$ cat src/masked_byte_search_replace_assert.svh
// Assertion macros shared by the search and replace modules.
// Each macro samples on the rising edge of clk and is disabled while rst_n is low.
`ifndef MASKED_BYTE_SEARCH_REPLACE_ASSERT_SVH
`define MASKED_BYTE_SEARCH_REPLACE_ASSERT_SVH

// Same-cycle implication
`define MSR_ASSERT_NOW(lbl, ante, cons, msg) \
  lbl: assert property (@(posedge clk) disable iff (!rst_n) (ante) |-> (cons)) else $error(msg);

// Next-cycle implication
`define MSR_ASSERT_NEXT(lbl, ante, cons, msg) \
  lbl: assert property (@(posedge clk) disable iff (!rst_n) (ante) |=> (cons)) else $error(msg);

`endif

$ cat src/msr_pkg.sv
`timescale 1ns / 1ps
`default_nettype none
// ----------------------------------------------------------------------------
// msr_pkg
// Types, register indexes and helpers shared by the masked byte search and
// replace controller, datapath and top level.
// ----------------------------------------------------------------------------
package msr_pkg;

  localparam logic [7:0] BYTE_MASK = 8'hff;

  // Counts of held or emitted bytes (0..8)
  typedef logic [3:0] cnt_t;

  // Configuration register indexes
  typedef enum logic [2:0] {
    REG_SEARCH_PATTERN  = 3'd0,
    REG_SEARCH_MASK     = 3'd1,
    REG_SEARCH_LENGTH   = 3'd2,
    REG_REPLACE_PATTERN = 3'd3,
    REG_REPLACE_MASK    = 3'd4,
    REG_REPLACE_LENGTH  = 3'd5,
    REG_SPLICE_LENGTH   = 3'd6
  } cfg_reg_e;

  // Decision for the item at the input, datapath to controller
  typedef struct packed {
    cnt_t emit_cnt;  // results this item causes
    logic repl;      // results are replacement bytes
  } dp_status_t;

  // Commands, controller to datapath
  typedef struct packed {
    logic accept;  // input item taken this cycle
    logic load;    // load the output register
    logic last;    // loaded byte ends the run
    logic repl;    // loaded byte comes from the replacement
    cnt_t idx;     // byte position within the run
  } dp_cmd_t;

  // Byte i of a 64-bit word
  function automatic logic [7:0] byte_sel(input logic [63:0] word, input logic [2:0] i);
    byte_sel = 8'(word >> {i, 3'b000}) & BYTE_MASK;
  endfunction

endpackage
`default_nettype wire

$ cat src/msr_ctrl.sv
`timescale 1ns / 1ps
`default_nettype none
// ----------------------------------------------------------------------------
// msr_ctrl
// Sequencer: takes one input item, then walks the results it causes out
// through the output register one byte per free slot.
// ----------------------------------------------------------------------------
`include "masked_byte_search_replace_assert.svh"

module msr_ctrl
  import msr_pkg::*;
(
  input  wire             clk,
  input  wire             rst_n,
  input  wire             in_valid,
  output logic            in_stall,
  output logic            out_valid,
  input  wire             out_stall,
  input  wire dp_status_t st,
  output dp_cmd_t         cmd
);

  typedef enum logic {
    S_IDLE,
    S_EMIT
  } state_t;

  state_t state_r, state_nxt;
  cnt_t   k_r, k_nxt;
  cnt_t   n_r, n_nxt;
  logic   repl_r, repl_nxt;
  logic   out_valid_r, out_valid_nxt;
  logic   slot_free;
  logic   last_byte;

  assign slot_free = !out_valid_r || !out_stall;
  assign last_byte = (k_r == 4'(n_r - 4'd1));

  // Commands to the datapath
  always_comb begin
    cmd.accept = (state_r == S_IDLE) && in_valid;
    cmd.load   = (state_r == S_EMIT) && slot_free;
    cmd.last   = last_byte;
    cmd.repl   = repl_r;
    cmd.idx    = k_r;
  end

  assign in_stall  = (state_r != S_IDLE);
  assign out_valid = out_valid_r;

  // Next state
  always_comb begin
    state_nxt     = state_r;
    k_nxt         = k_r;
    n_nxt         = n_r;
    repl_nxt      = repl_r;
    out_valid_nxt = cmd.load ? 1'b1 : (out_stall ? out_valid_r : 1'b0);
    unique case (state_r)
      S_IDLE: begin
        if (cmd.accept && (st.emit_cnt != 4'd0)) begin
          state_nxt = S_EMIT;
          k_nxt     = 4'd0;
          n_nxt     = st.emit_cnt;
          repl_nxt  = st.repl;
        end
      end
      S_EMIT: begin
        if (cmd.load) begin
          k_nxt = 4'(k_r + 4'd1);
          if (last_byte) begin
            state_nxt = S_IDLE;
          end
        end
      end
      default: state_nxt = S_IDLE;
    endcase
  end

  // Hold state and registered outputs
  always_ff @(posedge clk) begin
    if (!rst_n) begin
      state_r     <= S_IDLE;
      k_r         <= 4'd0;
      n_r         <= 4'd0;
      repl_r      <= 1'b0;
      out_valid_r <= 1'b0;
    end else begin
      state_r     <= state_nxt;
      k_r         <= k_nxt;
      n_r         <= n_nxt;
      repl_r      <= repl_nxt;
      out_valid_r <= out_valid_nxt;
    end
  end

  `MSR_ASSERT_NOW(a_idx_in_run, state_r == S_EMIT, k_r < n_r, "emit index past run length")
  `MSR_ASSERT_NEXT(a_silent_idle, cmd.accept && ~|st.emit_cnt, state_r == S_IDLE, "silent item")
  `MSR_ASSERT_NEXT(a_last_ends, cmd.load && cmd.last, state_r == S_IDLE && out_valid_r, "run open")

endmodule
`default_nettype wire

$ cat src/msr_dp.sv
`timescale 1ns / 1ps
`default_nettype none
// ----------------------------------------------------------------------------
// msr_dp
// Datapath: configuration registers, held bytes, match position and count,
// masked compare, splice logic and the output payload register.
// ----------------------------------------------------------------------------
`include "masked_byte_search_replace_assert.svh"

module msr_dp
  import msr_pkg::*;
#(
  parameter int MAX_PATTERN = 8
) (
  input  wire          clk,
  input  wire          rst_n,
  input  wire          cfg_wr_en,
  input  wire  [2:0]   cfg_index,
  input  wire  [63:0]  cfg_wdata,
  input  wire          in_func,
  input  wire  [7:0]   in_data_byte,
  input  wire dp_cmd_t cmd,
  output dp_status_t   st,
  output logic [7:0]   out_byte,
  output logic         out_last_of_run,
  output logic         out_from_replacement,
  output logic [31:0]  out_match_total
);

  localparam int   IDX_W = (MAX_PATTERN > 1) ? $clog2(MAX_PATTERN) : 1;
  localparam cnt_t MAX_L = 4'(MAX_PATTERN);

  logic [63:0] search_pattern_r, search_mask_r, replace_pattern_r, replace_mask_r;
  cnt_t        search_length_r, replace_length_r, splice_length_r;

  logic [7:0]  held_r [MAX_PATTERN];
  cnt_t        mp_r, mp_nxt;
  logic [31:0] count_r, count_nxt;

  logic [7:0]  out_byte_r;
  logic        out_last_r, out_repl_r;
  logic [31:0] out_total_r;

  cnt_t        slen, rlen, splen, pos, pos_inc;
  logic [7:0]  pat_b, msk_b, held_b, rep_b, rmsk_b, emit_b;
  logic        hit, full;

  // Clamp lengths to their usable ranges
  always_comb begin
    slen = search_length_r;
    if (slen == 4'd0) slen = 4'd1;
    if (slen > MAX_L) slen = MAX_L;
    rlen = (replace_length_r > MAX_L) ? MAX_L : replace_length_r;
    splen = splice_length_r;
    if (splen > slen) splen = slen;
    if (splen > rlen) splen = rlen;
    pos     = (mp_r >= MAX_L) ? 4'(MAX_L - 4'd1) : mp_r;
    pos_inc = 4'(pos + 4'd1);
  end

  // Masked compare of the incoming byte at the current position
  assign pat_b = byte_sel(search_pattern_r, pos[2:0]);
  assign msk_b = byte_sel(search_mask_r, pos[2:0]);
  assign hit   = (((in_data_byte ^ pat_b) & msk_b) == 8'h00);
  assign full  = !in_func && hit && (pos_inc >= slen);

  // Decide what the item at the input causes
  always_comb begin
    st.emit_cnt = 4'd0;
    st.repl     = 1'b0;
    if (in_func) begin
      st.emit_cnt = pos;
    end else if (!hit) begin
      st.emit_cnt = pos_inc;
    end else if (full) begin
      st.emit_cnt = rlen;
      st.repl     = 1'b1;
    end
  end

  // Advance match position and count
  always_comb begin
    mp_nxt    = mp_r;
    count_nxt = count_r;
    if (cmd.accept) begin
      mp_nxt = (in_func || !hit || full) ? 4'd0 : pos_inc;
      if (full) count_nxt = count_r + 32'd1;
    end
  end

  // Emitted byte: held byte, or replacement spliced with the matched byte
  assign held_b = held_r[cmd.idx[IDX_W-1:0]];
  assign rep_b  = byte_sel(replace_pattern_r, cmd.idx[2:0]);
  assign rmsk_b = byte_sel(replace_mask_r, cmd.idx[2:0]);
  always_comb begin
    if (!cmd.repl) begin
      emit_b = held_b;
    end else if (cmd.idx < splen) begin
      emit_b = (rep_b & rmsk_b) | (held_b & ~rmsk_b);
    end else begin
      emit_b = rep_b;
    end
  end

  // Configuration writes
  always_ff @(posedge clk) begin
    if (!rst_n) begin
      search_pattern_r  <= 64'd0;
      search_mask_r     <= {64{1'b1}};
      search_length_r   <= 4'd1;
      replace_pattern_r <= 64'd0;
      replace_mask_r    <= 64'd0;
      replace_length_r  <= 4'd0;
      splice_length_r   <= 4'd0;
    end else if (cfg_wr_en) begin
      unique case (cfg_index)
        REG_SEARCH_PATTERN:  search_pattern_r  <= cfg_wdata;
        REG_SEARCH_MASK:     search_mask_r     <= cfg_wdata;
        REG_SEARCH_LENGTH:   search_length_r   <= cfg_wdata[3:0];
        REG_REPLACE_PATTERN: replace_pattern_r <= cfg_wdata;
        REG_REPLACE_MASK:    replace_mask_r    <= cfg_wdata;
        REG_REPLACE_LENGTH:  replace_length_r  <= cfg_wdata[3:0];
        REG_SPLICE_LENGTH:   splice_length_r   <= cfg_wdata[3:0];
        default: ;
      endcase
    end
  end

  // Match state
  always_ff @(posedge clk) begin
    if (!rst_n) begin
      mp_r    <= 4'd0;
      count_r <= 32'd0;
    end else begin
      mp_r    <= mp_nxt;
      count_r <= count_nxt;
    end
  end

  // Hold the incoming data byte
  always_ff @(posedge clk) begin
    if (cmd.accept && !in_func) begin
      held_r[pos[IDX_W-1:0]] <= in_data_byte;
    end
  end

  // Output payload register
  always_ff @(posedge clk) begin
    if (cmd.load) begin
      out_byte_r  <= emit_b;
      out_last_r  <= cmd.last;
      out_repl_r  <= cmd.repl;
      out_total_r <= count_r;
    end
  end

  assign out_byte             = out_byte_r;
  assign out_last_of_run      = out_last_r;
  assign out_from_replacement = out_repl_r;
  assign out_match_total      = out_total_r;

  `MSR_ASSERT_NOW(a_pos_bound, 1'b1, mp_r < MAX_L, "match position out of range")
  `MSR_ASSERT_NEXT(a_count_only_on_match, !(cmd.accept && full), $stable(count_r), "count moved")
  `MSR_ASSERT_NEXT(a_flush_clears, cmd.accept && in_func, mp_r == 4'd0, "flush left bytes held")

endmodule
`default_nettype wire

$ cat src/masked_byte_search_replace.sv
`timescale 1ns / 1ps
`default_nettype none
// ----------------------------------------------------------------------------
// masked_byte_search_replace
// Masked byte pattern search and replace over a byte stream.
// ----------------------------------------------------------------------------
// Each input item is a data byte or an end-of-stream flush. Bytes that keep
// matching the search pattern (under the search mask) are held; a mismatch
// releases the held bytes plus the failing byte, a full match releases the
// replacement (leading bytes spliced with the matched bytes under the
// replace mask). An item that causes no result is taken without raising
// in_stall. An item that causes results holds in_stall high after it is
// taken, while the sequencer moves them one byte per cycle through the
// single output register; output stalls add to that. The input is taken
// again while the last result still waits in the output register. Write the
// configuration only while the block is idle.
// ----------------------------------------------------------------------------

module masked_byte_search_replace
  import msr_pkg::*;
#(
  parameter int MAX_PATTERN = 8
) (
  input  wire         clk,
  input  wire         rst_n,
  input  wire         cfg_wr_en,
  input  wire  [2:0]  cfg_index,
  input  wire  [63:0] cfg_wdata,
  input  wire         in_valid,
  output logic        in_stall,
  input  wire         in_func,
  input  wire  [7:0]  in_data_byte,
  output logic        out_valid,
  input  wire         out_stall,
  output logic [7:0]  out_out_byte,
  output logic        out_last_of_run,
  output logic        out_from_replacement,
  output logic [31:0] out_match_total
);

  dp_status_t st;
  dp_cmd_t    cmd;

  msr_ctrl u_ctrl (
    .clk       (clk),
    .rst_n     (rst_n),
    .in_valid  (in_valid),
    .in_stall  (in_stall),
    .out_valid (out_valid),
    .out_stall (out_stall),
    .st        (st),
    .cmd       (cmd)
  );

  msr_dp #(
    .MAX_PATTERN (MAX_PATTERN)
  ) u_dp (
    .clk                  (clk),
    .rst_n                (rst_n),
    .cfg_wr_en            (cfg_wr_en),
    .cfg_index            (cfg_index),
    .cfg_wdata            (cfg_wdata),
    .in_func              (in_func),
    .in_data_byte         (in_data_byte),
    .cmd                  (cmd),
    .st                   (st),
    .out_byte             (out_out_byte),
    .out_last_of_run      (out_last_of_run),
    .out_from_replacement (out_from_replacement),
    .out_match_total      (out_match_total)
  );

endmodule
`default_nettype wire

$ cat config.mk
export PLATFORM = sky130hd
export DESIGN_NAME = masked_byte_search_replace
export DESIGN_NICKNAME = d
export VERILOG_FILES = /design/src/msr_pkg.sv /design/src/msr_ctrl.sv /design/src/msr_dp.sv /design/src/masked_byte_search_replace.sv
export VERILOG_INCLUDE_DIRS = /design/src /design/src/src
export SDC_FILE = /design/constraint.sdc
export NUM_CORES = 1
export LEC_CHECK = 0
export BUFFER_PORTS_ARGS = -buffer_cell sky130_fd_sc_hd__clkbuf_2
export CAP_MARGIN = 20
export CORE_MARGIN = 4
export CORE_UTILIZATION = 52
export DETAILED_ROUTE_END_ITERATION = 16
export PLACE_DENSITY = 0.7
export SYNTH_ARGS = -nofsm -noshare
export SYNTH_HDL_FRONTEND = slang
export SYNTH_SLANG_ARGS = --single-unit
export TNS_END_PERCENT = 1
$ cat constraint.sdc
create_clock -name clk -period 11.65 [get_ports clk]
set_input_delay 0 -clock clk [delete_from_list [all_inputs] [get_ports clk]]
set_output_delay 0 -clock clk [all_outputs]
set_load 0.02 [all_outputs]
# Yosys cells after proc, flatten, opt, wreduce, memory -nomap -nowiden
# Memory sizes are Yosys's and may differ from the RTL's. A register that Yosys moved wholly into a read port is not among the register bits.
# Index checks and enable logic that the tools add are counted.
word_totals:
  ff_bits: 357
  mem_bits_rw: 64
  input_bits: 81
  elab_cells: 105
  n_memories: 1
classes:
  addsub: 4
  magnitude_cmp: 7
  eq_ne: 10
  shift: 4
  muxes: 27
  n_bitwise: 7
  n_reduce_logical: 27
mem_list:
  columns: ["memory", "depth", "width", "rd", "rd_ports_with_merged_regs", "wr", "line_no", "text"]
  rows:
  - ["u_dp.held_r", 8, 8, 1, 1, 1, "msr_dp.sv:36", "logic [7:0] held_r [MAX_PATTERN];"]
op_table:
  columns: ["op", "n"]
  rows:
  - ["$shr 64x6->8", 4]
  - ["$mux 4", 11]
  - ["$add 32x1->32 const B", 1]
  - ["$and 8x8->8", 3]
  - ["$reduce_and 2->1", 10]
  - ["$mux 8", 2]
  - ["$eq 3x3->1 const B", 3]
  - ["$mux 1", 9]
  - ["$add 4x1->4 const B", 2]
  - ["$gt 4x4->1", 2]
  - ["$gt 4x4->1 const B", 2]
  - ["$logic_not 8->1", 1]
  - ["$not 8->8", 1]
  - ["$or 8x8->8", 1]
  - ["$pmux 4 s2", 1]
  - ["$xor 8x8->8", 1]
  - ["$eq 3x2->1 const B", 2]
  - ["$logic_and 1x1->1", 6]
  - ["$mux 3", 2]
  - ["$mux 5", 1]
  - ["$eq 4x4->1", 1]
  - ["$ge 4x4->1", 1]
  - ["$ge 4x4->1 const B", 1]
  - ["$logic_not 1->1", 4]
  - ["other kinds (11)", 14]

# Longest topological paths before layout
# Gate-level depths: netlist of the first run.
depth:
  ltp_word: 17
  depth_mapped: 21
  mapped_depth_nobuf: 21

# By module
# A second synthesis of the first run with hierarchy kept.
hier_totals:
  hier_cells: 1919
  hier_area_um2: 18213.7
modules_own_cells:
  columns: ["mod", "n_inst", "cells_each", "area_each_um2"]
  rows:
  - ["msr_dp", 1, 1862, 17646.9]
  - ["msr_ctrl", 1, 57, 566.8]

# Worst setup path before layout of the first run
# OpenSTA, ideal clock, no wires.
synth_path:
  kind: "flip-flop to flip-flop"
  startpoint: "register u_dp.search_length_r[3]"
  endpoint: "register u_dp.out_byte_r[0], in the netlist u_dp.out_byte[0] (data pin)"
  setup_time_ps: 263
  arrival_ps: 3888
  required_time_ps: 11387
  path_slack_ps: 7499
  stages_incl_launch_ff: 20
  path_buffers: 0
  period_less_slack_ps: 4151
  path_cell_list: "dfxtp_1 inv_1 nand2_1 ha_1 nor2b_1 o21a_1 o21a_1 o21ai_1 o21ai_0 ha_1 nor2b_1 o21a_1 o21a_1 o21ai_1 mux2i_1 ha_1 a2111oi_0 o21ai_1 o21ai_0 mux2i_1"
synth_between:
  elab_chain_cells: 11
synth_lines:
  columns: ["element", "line_no", "text"]
  rows:
  - ["start, declared", "msr_dp.sv:34", "cnt_t search_length_r, replace_length_r, splice_length_r;"]
  - ["start signal, assigned", "msr_dp.sv:119", "REG_SEARCH_LENGTH: search_length_r <= cfg_wdata[3:0];"]
  - ["$logic_not 4->1", "msr_dp.sv:51", "if (slen == 4'd0) slen = 4'd1;"]
  - ["$mux 4 *", "msr_dp.sv:51", null]
  - ["$gt 4x4->1", "msr_dp.sv:52", "if (slen > MAX_L) slen = MAX_L;"]
  - ["$mux 4 *", "msr_dp.sv:52", null]
  - ["$gt 4x4->1", "msr_dp.sv:55", "if (splen > slen) splen = slen;"]
  - ["$mux 4 *", "msr_dp.sv:55", null]
  - ["$gt 4x4->1", "msr_dp.sv:56", "if (splen > rlen) splen = rlen;"]
  - ["$mux 4 *", "msr_dp.sv:56", null]
  - ["$lt 4x4->1 *", "msr_dp.sv:98", "end else if (cmd.idx < splen) begin"]
  - ["$mux 8 *", "msr_dp.sv:98", null]
  - ["$mux 8 *", "msr_dp.sv:96", "if (!cmd.repl) begin"]
  - ["named net u_dp.emit_b[0]", "msr_dp.sv:45", "logic [7:0] pat_b, msk_b, held_b, rep_b, rmsk_b, emit_b;"]
  - ["end signal, assigned", "msr_dp.sv:150", "out_byte_r <= emit_b;"]
  - ["end, declared", "msr_dp.sv:40", "logic [7:0] out_byte_r;"]
# Mark *: on every way through the listed nets, which the timed path passes. The rest lies on a longest branch.
# A chain may end at the register's enable or synchronous reset.

# Worst setup path in the final report of the first run
layout_path:
  startpoint: "register u_dp.search_length_r[3]"
  endpoint: "register u_dp.out_byte_r[4], in the netlist u_dp.out_byte[4] (data pin)"
# Same word-level chain as after synthesis.

==> out/qor.csv, run 1 <==
stage,metric,value,unit
status,status,"finished, final reports clean",
grt,antenna_found_initial,8,
setup_path,crit_buf_inv,1,
yosys,ys_warn_count,0,
yosys,synth_edf_count,106,
setup_path,worstPathCellList,inv_1 -> nand2_1 -> ha_1 -> nor2b_1 -> o21a_1 -> o21a_1 -> o21ai_1 -> o21ai_0 -> ha_1 -> nor2b_1 -> o21a_1 -> o21a_1 -> o21ai_1 -> mux2i_1 -> ha_1 -> a2111oi_0 -> o21ai_1 -> o21ai_0 -> mux2i_1,
setup_path,cp_data_required_time,11.91,ns
run,cap_violations,0,
placed_design,port_buffers,124,
grt,use_met1,34.8,%
sta,finClkSkew,0.0251,ns
placed_design,dp_hpwl,33500,um
grt,grt-busiest-layer,met2,
yosys,ys_types,72,
cts,cts_made_buffers,44,
detailed_routing,vias,14600,
cts,clk_latency,0.55,ns
floorplanning,die_width,195,um
power,sw_frac_of_total,22.7,%
detailed_routing,wl_per_cell,20.0,um
yosys,netlist_area,18200,sq um
detailed_routing,drt_iter0_drc,1336,
power,p_seq_share,48.7,%
sta,slew_headroom,29.7,%
yosys,synth_top_cell_by_area,dfxtp_1,
placed_design,place_congestion,0.888,
cts,cts_tree,done,
sta,hold_viol,0,
floorplanning,row_count,68,
final_layout,drive_gt1_share,15.1,%
grt,grt_pass1_wl,79500,um
sta,setup-violations-final,0,
setup_path,worst_ep_arrival_time,5.10,ns
power,intPower,2.47,mW
detailed_routing,finalWirelength,50600,um
yosys,synthCells,1907,
setup_path,startpoint_type,register,
cts,clkSinkCount,424,
grt,grt_start_max_net_pins,148,
detailed_routing,first_pass_iters,5,
power,p_leak,7.76,nW
grt,grt_use_total,26.0,%
power,power,3.20,mW
yosys,synth_top_cell_area_share,35.0,%
sta,fin_crit,4.84,ns
setup_path,path_delay_family,compound AO/OA/AOI/OAI gates,
final_layout,nets,2143,
cts,h-tree-depth,2,
sta,hold_ws,0.0574,ns
grt,use_met3,5.43,%
sta,timing.final.ws_setup,6.81,ns
setup_path,path_max_fanout,8,
hold_path,hold_class,input pin to register,
yosys,seq_area_frac_synth,52.5,%
floorplanning,ioPinCount,125,
sta,rsz0062_at_grt,false,
setup_path,worst_path_max_delay_cell,a2111oi_0,
final_layout,most-common-layout-cells,"nand2_1 (557), dfxtp_1 (315), a21oi_1 (209)",
sta,drv_slew,0,
yosys,syn_nets,2007,
cts,cts_setup_buffers,0,
setup_path,cpMostUsedCell,o21a_1,
grt,grt_overflow_total,0,
yosys,synthFlopType,dfxtp_1,
detailed_routing,final_antenna_net_count,0,
final_layout,area.growth.synth_to_final,17.0,%
power,switchingPower,0.726,mW
final_layout,final_common_cell,nand2_1,
power,clock_power_share,44.0,%
sta,setup_tns,0,ns
yosys,ys_ff_latch,424,
final_layout,finish.utilization,61.6,%
sta,finalCritPeriodShare,41.5,%
yosys,synth.area.top_cells,"dfxtp_1 (35%), edfxtp_1 (18%), nand2_1 (12%)",
floorplanning,core_area,34500,sq um
yosys,async_reset_ff_share,0,%
cts,root_buffer,clkbuf_16,
power,vdd_ir_drop_max,0.104,mV
cts,clkTransAtPathRegs,0.06,ns
power,combinationalPowerShare,7.3,%
sta,fmax,207,MHz
grt,grt_pass1_vias,14200,
grt,grt_util_met2,43.1,%
yosys,synth_area_per_cell,9.54,sq um
detailed_routing,viasPerCell,5.77,
setup_path,endpoint_kind,register,
detailed_routing,drc_errors,0,
floorplanning,die_h,195,um
sta,worst_pin_slew,1.05,ns
power,p_per_area,150,nW/um^2
floorplanning,initial_core_util,52.6,%
setup_path,slowest_delay,0.42,ns
cts,clockBufferDepth,3,
setup_path,path_class,register to register,
placed_design,place_ws,6.85,ns
floorplanning,die-area,38000,sq um
==> worst register-to-register path, stage by stage (launching register included) <==
cell and delay, ns:
dfxtp_1 0.32, inv_1 0.13, nand2_1 0.14, ha_1 0.31
nor2b_1 0.13, o21a_1 0.16, o21a_1 0.16, o21ai_1 0.32
o21ai_0 0.20, ha_1 0.33, nor2b_1 0.13, o21a_1 0.16
o21a_1 0.16, o21ai_1 0.37, mux2i_1 0.15, ha_1 0.21
a2111oi_0 0.42, o21ai_1 0.31, o21ai_0 0.32, mux2i_1 0.12
==> power by group through the flow <==
stage	Sequential [mW]	Clock, mW	Combinational [mW]
floorplan	1.59	0	0.123
global placement	1.59	0	0.198
detailed placement	1.59	0	0.203
CTS	1.56	1.43	0.225
global route	1.56	1.49	0.254
finish	1.56	1.41	0.233
==> state kept, by name (all words and copies together), names as in the netlist, named ones only <==
signal and flops:
u_dp.replace_length_r 4, u_dp.out_from_replacement 1, u_dp.out_last_of_run 1, u_dp.replace_mask_r 64, u_dp.count_r 32, u_dp.held_r 64, u_ctrl.repl_r 1, u_dp.splice_length_r 4
u_dp.out_byte 8, u_dp.search_pattern_r 64, u_dp.replace_pattern_r 64, u_ctrl.k_r 4, u_ctrl.in_stall 1, u_ctrl.n_r 4, u_dp.out_match_total 32, u_dp.search_length_r 4
u_dp.mp_r 4, u_ctrl.out_valid 1, u_dp.search_mask_r 64
==> Yosys cell counts (4+ instances only) <==
library cell	instances
a22oi_1	5
a211oi_1	4
buf_6	4
dfxtp_1	318
o211ai_1	4
o21a_1	13
inv_1	13
buf_4	5
ha_1	19
nor4_1	12
o21ai_0	21
xnor2_1	18
o21ai_1	4
clkbuf_1	97
xor2_1	9
a2bb2oi_1	4
nor2_1	59
buf_2	7
mux2_2	32
and2_1	8
nor2b_1	10
and4_1	4
edfxtp_1	106
mux2i_1	67
mux4_2	49
a21oi_1	209
nand2b_1	15
o22ai_1	28
nand4_1	15
nor3_1	22
mux2_1	5
nand2_1	559
nand3_1	75
or3_1	8
buf_1	13
a21o_1	4
a32oi_1	4
and3_1	10
==> layout make-up <==
type	count	area [sq um]
Antenna cell	2	5.00
Clock buffer	62	1260
Clock inverter	17	190
Fill cell	2962	13300
Inverter	16	65.1
Multi-Input combinational cell	1341	8080
Sequential cell	424	9550
Tap cell	455	569
Timing Repair Buffer	216	1550
==> metal layers <==
| metal | part of all wire (%) | wire [um] | vias up |
|---|---|---|---|
| met5 | 0.095 | 48 | - |
| li1 | - | - | 6931 |
| met4 | 3.0 | 1490 | 10 |
| met1 | 42 | 21100 | 7083 |
| met2 | 48 | 24200 | 493 |
| met3 | 7.4 | 3740 | 100 |
==> logic make-up after synthesis <==
family / share of synthesized area [%]
AOI/OAI and AO/OA: 10.3
xor gates and xnor gates: 1.30
adders and majority gates: 1.31
DFF: 52.5
muxes: 12.0
and+or+nand+nor: 19.2
buffers and inverters: 3.25
==> path summary, 6_finish.rpt <==
path	cells past startpoint	slack (ns)	start	end
min reg2reg	2	0.45	u_dp.search_pattern_r[40]	u_dp.search_pattern_r[40]
min	4	0.06	cfg_index[0]	u_dp.search_length_r[0]
max reg2reg	19	6.81	u_dp.search_length_r[3]	u_dp.out_byte[4]
max	19	6.81	u_dp.search_length_r[3]	u_dp.out_byte[4]
==> through the flow <==
step	cell area [sq um]	instances
floorplan	18200	1907
detailed placement	19000	2374
global placement	19000	2374
finish	21300	2533
CTS	21200	2528
global route	21300	2533
==> what timing repair did <==
item | in CTS | in global routing
hold buffers | 75 | 0
gates resized for setup | 0 | 0
endpoints found under the hold margin | 336 | 0
Note: power is estimated with default switching activity, not from simulation.
==> run 2, diff against run 1 <==
--- a/config.mk
+++ b/config.mk
@@ -6,12 +6,13 @@
 export SDC_FILE = /design/constraint.sdc
 export NUM_CORES = 1
 export LEC_CHECK = 0
+export ABC_AREA = 1
 export BUFFER_PORTS_ARGS = -buffer_cell sky130_fd_sc_hd__clkbuf_2
 export CAP_MARGIN = 20
 export CORE_MARGIN = 4
 export CORE_UTILIZATION = 52
 export DETAILED_ROUTE_END_ITERATION = 16
-export PLACE_DENSITY = 0.7
+export PLACE_DENSITY = 0.73
 export SYNTH_ARGS = -nofsm -noshare
 export SYNTH_HDL_FRONTEND = slang
 export SYNTH_SLANG_ARGS = --single-unit
==> constraint.sdc (replaced) <==
create_clock -name clk -period 4.3 [get_ports clk]
set_input_delay 0 -clock clk [delete_from_list [all_inputs] [get_ports clk]]
set_output_delay 0 -clock clk [all_outputs]
set_load 0.02 [all_outputs]
==> run 2 against run 1 <==
Core utilization up 0.42 points; global-route usage up 1.9 points; cell area up 1.4%; setup slack worse by 6.4 ns; area after synthesis up 1.7%; hold slack better by 0.099 ns; fmax up 26%; sequential power rose to 2.7 times the previous value; final cell count up 18%; routed wire length up 9.9%; clock-buffer cell count up 2; first-iteration DRC count up 20%; critical endpoint is now u_dp.out_byte[5]; largest power group unchanged.
==> out/qor.csv, run 2 <==
stage,metric,value,unit,change
status,status,"finished, final reports clean",,
yosys,yosysMostFrequentCell,nand2_1,,
sta,setup_tns,0,ns,unchanged
sta,finalCritPeriodShare,89.4,%,+48 points
setup_path,cp_data_required_time,4.61,ns,-7.30 ns
yosys,ys_types,42,,-42%
grt,grt_use_total,28.0,%,+1.9 points
sta,setup-violations-final,0,,unchanged
setup_path,path_max_fanout,8,,unchanged
placed_design,placed_area,19300,sq um,+1.7%
setup_path,worst_ep_arrival_time,4.15,ns,-0.95 ns
final_layout,finish.utilization,62.0,%,+0.42 points
final_layout,drive_gt1_share,9.80,%,-5.3 points
sta,hold_ws,0.157,ns,+0.0994 ns
cts,clkTransAtPathRegs,0.06,ns,about the same
detailed_routing,drt_iter0_drc,1605,,+20%
cts,h-tree-depth,2,,unchanged
yosys,muxShareOfSynthArea,0.433,%,-12 points
yosys,synthCells,2355,,+23%
power,power,8.87,mW,+180%
yosys,synth_top_family_by_area,simple AND/OR/NAND/NOR gates,,
setup_path,slowest_delay,0.35,ns,-0.07 ns
setup_path,path_delay_family,compound AO/OA/AOI/OAI gates,,
floorplanning,initial_core_util,53.1,%,+0.49 points
detailed_routing,final_antenna_net_count,0,,unchanged
final_layout,most-common-layout-cells,"nand2_1 (437), nor2_1 (372), o21ai_0 (318)",,
final_layout,nets,2587,,+21%
detailed_routing,finalWirelength,55700,um,+9.9%
setup_path,crit_buf_inv,2,,+1
yosys,netlist_area,18500,sq um,+1.7%
detailed_routing,first_pass_iters,5,,unchanged
power,p_per_area,411,nW/um^2,+170%
yosys,syn_nets,2455,,+22%
yosys,synth.area.top_cells,"dfxtp_1 (34%), edfxtp_1 (17%), nand2_1 (8.9%)",,
placed_design,dp_hpwl,35700,um,+6.5%
power,p_leak,8.88,nW,+14%
yosys,synth_edf_count,106,,unchanged
floorplanning,die_h,197,um,+0.81%
yosys,yosys.area_share.simple,22.2,%,+3.0 points
cts,clockBufferDepth,3,,unchanged
floorplanning,row_count,68,,unchanged
yosys,synthTopCellsByCount,"nand2_1 (437), nor2_1 (375), dfxtp_1 (318), o21ai_0 (318), a21oi_1 (156)",,
final_layout,stdcell_count,2979,,+18%
placed_design,place_ws,0.450,ns,-6.40 ns
placed_design,dp.cells,2811,,+18%
yosys,ys_ff_latch,424,,unchanged
yosys,synthAdderAreaFrac,1.29,%,-0.022 points
grt,grt_overflow_total,0,,unchanged
yosys,synth_top_cell_area_share,34.4,%,-0.58 points
sta,finClkSkew,0.0253,ns,+0.000173 ns
yosys,seq_area_frac_synth,51.6,%,-0.87 points
grt,grt_start_max_net_pins,232,,+57%
sta,rsz0062_at_grt,false,,
sta,hold_viol,0,,unchanged
sta,drv_slew,0,,unchanged
setup_path,path_class,register to register,,
setup_path,startpoint_type,register,,
sta,worst_pin_slew,1.14,ns,+0.0839 ns
setup_path,worst_path_max_delay_cell,ha_1,,
grt,antenna_found_initial,2,,-6
yosys,synthFlopType,dfxtp_1,,
yosys,synthXorXnorAreaFrac,1.04,%,-0.26 points
setup_path,endpoint_kind,register,,
final_layout,final_common_cell,nand2_1,,
cts,clkSinkCount,424,,unchanged
yosys,ys_warn_count,0,,unchanged
yosys,async_reset_ff_share,0,%,unchanged
yosys,synth_compound_area_share,16.9,%,+6.5 points
cts,root_buffer,clkbuf_16,,
yosys,synth_area_per_cell,7.85,sq um,-18%
floorplanning,core_area,34800,sq um,+0.74%
cts,cts_tree,done,,
yosys,synth_top_cell_by_area,dfxtp_1,,
sta,timing.final.ws_setup,0.457,ns,-6.35 ns
sta,fin_crit,3.84,ns,-0.997 ns
grt,grt_pass1_wl,86700,um,+9.0%
placed_design,port_buffers,124,,unchanged
power,vdd_ir_drop_max,0.376,mV,+260%
final_layout,fin_area,21600,sq um,+1.4%
detailed_routing,wl_per_cell,18.7,um,-6.5%
setup_path,cpMostUsedCell,nand2_1,,
cts,cts_made_buffers,44,,unchanged
placed_design,place_congestion,0.881,,-0.83%
floorplanning,die_width,197,um,+0.81%
detailed_routing,viasPerCell,5.65,,-2.2%
sta,fmax,260,MHz,+26%
run,cap_violations,0,,unchanged
floorplanning,die-area,38600,sq um,+1.6%
setup_path,worstPathCellList,inv_1 -> nand2_1 -> ha_1 -> a21oi_1 -> o21ai_0 -> o21ai_1 -> o21ai_0 -> ha_1 -> a21oi_1 -> o21ai_0 -> nand2_1 -> inv_1 -> nand2_1 -> o21ai_0 -> ha_1 -> nand2_1 -> o21a_2 -> nand2_1 -> nand2_1 -> o211ai_1 -> o21ai_0,,
sta,slew_headroom,24.1,%,-5.7 points
floorplanning,ioPinCount,125,,unchanged
detailed_routing,drc_errors,0,,unchanged
detailed_routing,vias,16800,,+15%
grt,grt_pass1_vias,15700,,+10%
final_layout,area.growth.synth_to_final,16.7,%,
cts,clk_latency,0.58,ns,+0.03 ns
hold_path,hold_class,input pin to register,,
==> run 2: changes by cell type after synthesis, sizes merged, moves of 15 or more <==
cell / previous run / this run
mux4: 49 / 0
nand3: 75 / 121
nand2b: 15 / 0
mux2i: 67 / 8
mux2: 37 / 0
nand2: 560 / 442
inv: 15 / 156
o22ai: 28 / 8
o21ai: 25 / 323
o211ai: 4 / 43
clkbuf: 97 / 124
o221ai: 0 / 16
a21oi: 209 / 156
nor2: 60 / 387
==> run 2: cells by family after synthesis <==
family                   after synthesis
multiplexers                           8
AO/OA/AOI/OAI                        574
XOR/XNOR                              22
flip-flops                           424
AND/OR/NAND/NOR                     1004
buffers and inverters                304
adder cells (fa/ha/maj)               19
==> run 2: cell type report <==
class                           instances  area (sq um)
Tap cell                              455           569
Sequential cell                       424          9550
Timing Repair Buffer                  233          1680
Fill cell                            2958         13200
Inverter                              157           589
Clock inverter                         16           116
Antenna cell                            3          7.51
Clock buffer                           64          1280
Multi-Input combinational cell       1627          7780
==> run 2: final timing paths <==
check | depth (start not counted) | end | slack (ns) | start
min | 7 | u_dp.search_length_r[0] | 0.16 | cfg_wr_en
min reg2reg | 2 | u_dp.replace_pattern_r[27] | 0.44 | u_dp.replace_pattern_r[27]
max | 21 | u_dp.out_byte[5] | 0.46 | u_dp.search_length_r[3]
max reg2reg | 21 | u_dp.out_byte[5] | 0.46 | u_dp.search_length_r[3]
==> run 2: worst reg2reg max path, cell delays in order, from the launching register on <==
cell and delay (ns):
dfxtp_1 0.29, inv_1 0.16, nand2_1 0.13, ha_1 0.31
a21oi_1 0.15, o21ai_0 0.09, o21ai_1 0.26, o21ai_0 0.21
ha_1 0.35, a21oi_1 0.16, o21ai_0 0.09, nand2_1 0.11
inv_1 0.10, nand2_1 0.06, o21ai_0 0.08, ha_1 0.31
nand2_1 0.06, o21a_2 0.28, nand2_1 0.08, nand2_1 0.08
o211ai_1 0.11, o21ai_0 0.12
==> run 2: report_power, final <==
group	internal (mW)	switching, mW
logic	0.295	0.591
registers	4.22	0.0660
clock network	2.13	1.58
total	6.64	2.23
==> run 2: what timing repair did <==
action                                  in CTS  in global routing
endpoints found under the hold margin      358                  0
hold buffers                                85                  0
resized for setup                            0                  1
endpoints found under the setup margin       0                  1
buffers inserted                             0                  0
==> run 2: per-layer routing <==
| layer | track usage [%] | wire, um |
|---|---|---|
| met2 | 44.0 | 25300 |
| met4 | 11.8 | 2230 |
| met5 | 0 | 0 |
| met1 | 38.3 | 23600 |
| met3 | 5.09 | 4590 |
==> run 3, diff against run 2 <==
--- a/config.mk
+++ b/config.mk
@@ -8,9 +8,9 @@
 export LEC_CHECK = 0
 export ABC_AREA = 1
 export BUFFER_PORTS_ARGS = -buffer_cell sky130_fd_sc_hd__clkbuf_2
-export CAP_MARGIN = 20
 export CORE_MARGIN = 4
 export CORE_UTILIZATION = 52
+export CTS_BUF_LIST = sky130_fd_sc_hd__clkbuf_4 sky130_fd_sc_hd__clkbuf_8
 export DETAILED_ROUTE_END_ITERATION = 16
 export PLACE_DENSITY = 0.73
 export SYNTH_ARGS = -nofsm -noshare
==> run 3 against run 2 <==
First-iteration DRC count increased by 5.7%; sequential power barely moved; critical path depth is 1 lower; cell area is 0.49% higher; routed wire length is essentially flat; core utilization grew 0.31 points; clock power rose by 4%; fmax fell by 2.1%; die area unchanged; combinational power decreased by 0.6%; via count grew 0.29%; largest power group unchanged.
==> out/qor.csv, run 3 (synthesized netlist as in run 2, its figures left out) <==
stage,metric,value,unit,change
setup_path,path_class,register to register,,
sta,fin_crit,3.93,ns,+0.0831 ns
sta,finalCritPeriodShare,91.3,%,+1.9 points
floorplanning,initial_core_util,53.1,%,unchanged
hold_path,hold_class,input pin to register,,
status,status,"finished, final reports clean",,
detailed_routing,wl_per_cell,18.4,um,-1.4%
sta,hold_ws,0.0758,ns,-0.0810 ns
final_layout,most-common-layout-cells,"nand2_1 (437), nor2_1 (372), o21ai_0 (318)",,
power,p_leak,9.01,nW,+1.4%
floorplanning,die-area,38600,sq um,unchanged
grt,grt_pass1_vias,15800,,+0.90%
setup_path,cp_data_required_time,4.75,ns,+0.14 ns
power,p_per_area,415,nW/um^2,+1.1%
setup_path,worst_ep_arrival_time,4.38,ns,+0.23 ns
detailed_routing,first_pass_iters,5,,unchanged
sta,drv_slew,0,,unchanged
final_layout,stdcell_count,3021,,+1.4%
setup_path,path_max_fanout,8,,unchanged
power,power,9.01,mW,+1.6%
cts,clkSinkCount,424,,unchanged
power,switchingPower,2.32,mW,+3.7%
cts,clk_latency,0.64,ns,+0.06 ns
cts,root_buffer,clkbuf_8,,
power,clock_power_share,42.7,%,+1.0 points
sta,setup_tns,0,ns,unchanged
final_layout,final_common_cell,nand2_1,,
sta,slew_headroom,22.9,%,-1.2 points
detailed_routing,final_antenna_net_count,0,,unchanged
sta,setup-violations-final,0,,unchanged
sta,finClkSkew,0.0386,ns,+0.0133 ns
cts,clockBufferDepth,3,,unchanged
cts,cts_tree,done,,
final_layout,drive_gt1_share,11.9,%,+2.1 points
placed_design,port_buffers,124,,unchanged
final_layout,area.growth.synth_to_final,17.3,%,
sta,rsz0062_at_grt,false,,
power,vdd_ir_drop_max,0.318,mV,-16%
grt,grt_overflow_total,0,,unchanged
placed_design,placed_area,19300,sq um,unchanged
cts,clkTransAtPathRegs,0.06,ns,about the same
grt,grt_use_total,28.1,%,+0.13 points
final_layout,fillers,2946,,-0.41%
detailed_routing,viasPerCell,5.58,,-1.1%
detailed_routing,vias,16900,,+0.29%
sta,worst_pin_slew,1.16,ns,+0.0175 ns
placed_design,dp.cells,2811,,unchanged
power,combinationalPowerShare,9.8,%,-0.2 points
detailed_routing,drt_iter0_drc,1696,,+5.7%
sta,hold_viol,0,,unchanged
grt,antenna_found_initial,2,,unchanged
cts,cts_made_buffers,71,,+61%
grt,grt_pass1_wl,87000,um,+0.40%
floorplanning,row_count,68,,unchanged
power,intPower,6.69,mW,+0.82%
final_layout,multi_input_area,7780,sq um,about the same
placed_design,place_congestion,0.881,,unchanged
floorplanning,ioPinCount,125,,unchanged
final_layout,fin_area,21700,sq um,+0.49%
run,cap_violations,0,,unchanged
power,p_seq_share,47.5,%,-0.8 points
floorplanning,die_width,197,um,unchanged
sta,fmax,255,MHz,-2.1%
power,sw_frac_of_total,25.7,%,+0.54 points
cts,h-tree-depth,3,,+1
grt,grt_start_max_net_pins,232,,unchanged
detailed_routing,drc_errors,0,,unchanged
final_layout,ff_latch_area,9550,sq um,unchanged
placed_design,dp_hpwl,35700,um,unchanged
setup_path,endpoint_kind,register,,
floorplanning,die_h,197,um,unchanged
setup_path,startpoint_type,register,,
floorplanning,core_area,34800,sq um,unchanged
detailed_routing,finalWirelength,55600,um,about the same
final_layout,nets,2609,,+0.85%
[run 3: cell types whose count changed in the layout (fill, tap and decap cells not counted), sizes merged]
cell | previous run | this run
bufinv | 1 | 2
clkbuf | 187 | 234
clkinv | 13 | 12
diode | 3 | 2
dlygate4sd3 | 85 | 80
inv | 159 | 160
[run 3: repair_timing]
item,4_1_cts,5_1_grt
buffers inserted,0,0
gates resized for setup,0,0
hold buffers,80,0
hold endpoints to repair,360,0
[run 3: final timing paths]
kind | to | startpoint | cells past startpoint | slack [ns]
setup / recovery | u_dp.out_byte[5] | u_dp.search_length_r[3] | 20 | 0.37
hold reg to reg | u_dp.replace_pattern_r[26] | u_dp.replace_pattern_r[26] | 2 | 0.45
hold / removal | u_dp.search_length_r[0] | cfg_wr_en | 7 | 0.08
setup reg to reg | u_dp.out_byte[5] | u_dp.search_length_r[3] | 20 | 0.37
[run 3: cell type report]
type | instances | area share [%]
diodes | 2 | 0.0231
clock buffers | 111 | 6.35
clock inverters | 17 | 0.814
inverters | 157 | 2.72
multi-input cells | 1627 | 35.9
flip-flops and latches | 424 | 44.0
well taps | 455 | 2.63
repair buffers | 228 | 7.53
[run 3: power groups by stage]
stage | Combinational [mW] | Clock [mW] | Sequential (mW)
floorplan | 0.469 | 0 | 4.38
global placement | 0.783 | 0 | 4.36
detailed placement | 0.802 | 0 | 4.37
CTS | 0.866 | 3.89 | 4.28
global route | 0.967 | 4.09 | 4.29
finish | 0.881 | 3.84 | 4.28
[run 3: worst max-delay path, cell delays in order (launching register included)]
cell and delay, ns:
dfxtp_1 0.29, inv_1 0.16, nand2_1 0.13, ha_1 0.31
a21oi_1 0.15, o21ai_0 0.09, o21ai_1 0.26, o21ai_0 0.21
ha_1 0.35, a21oi_1 0.15, o21ai_0 0.09, nand2_1 0.11
inv_1 0.10, o21ai_0 0.18, ha_1 0.27, a21oi_1 0.14
o21a_1 0.35, nand2_1 0.09, nand2_1 0.10, o211ai_1 0.10
o21ai_0 0.11
[run 3: layer usage]
metal	track usage, %	routed length [um]	up-vias
li1	-	-	8167
met1	38.1	23100	7804
met2	44.8	25500	765
met3	5.32	4910	132
met4	11.2	2150	0
met5	0	0	-
[run 3: stage by stage]
stage	util [%]	setup slack [ns]
final	62.3	0.373
after global routing	62.3	0.00201
after CTS	62.3	0.400
after detailed placement	55.5	0.450
after global placement	55.5	0.488
after floorplan	-	1.04
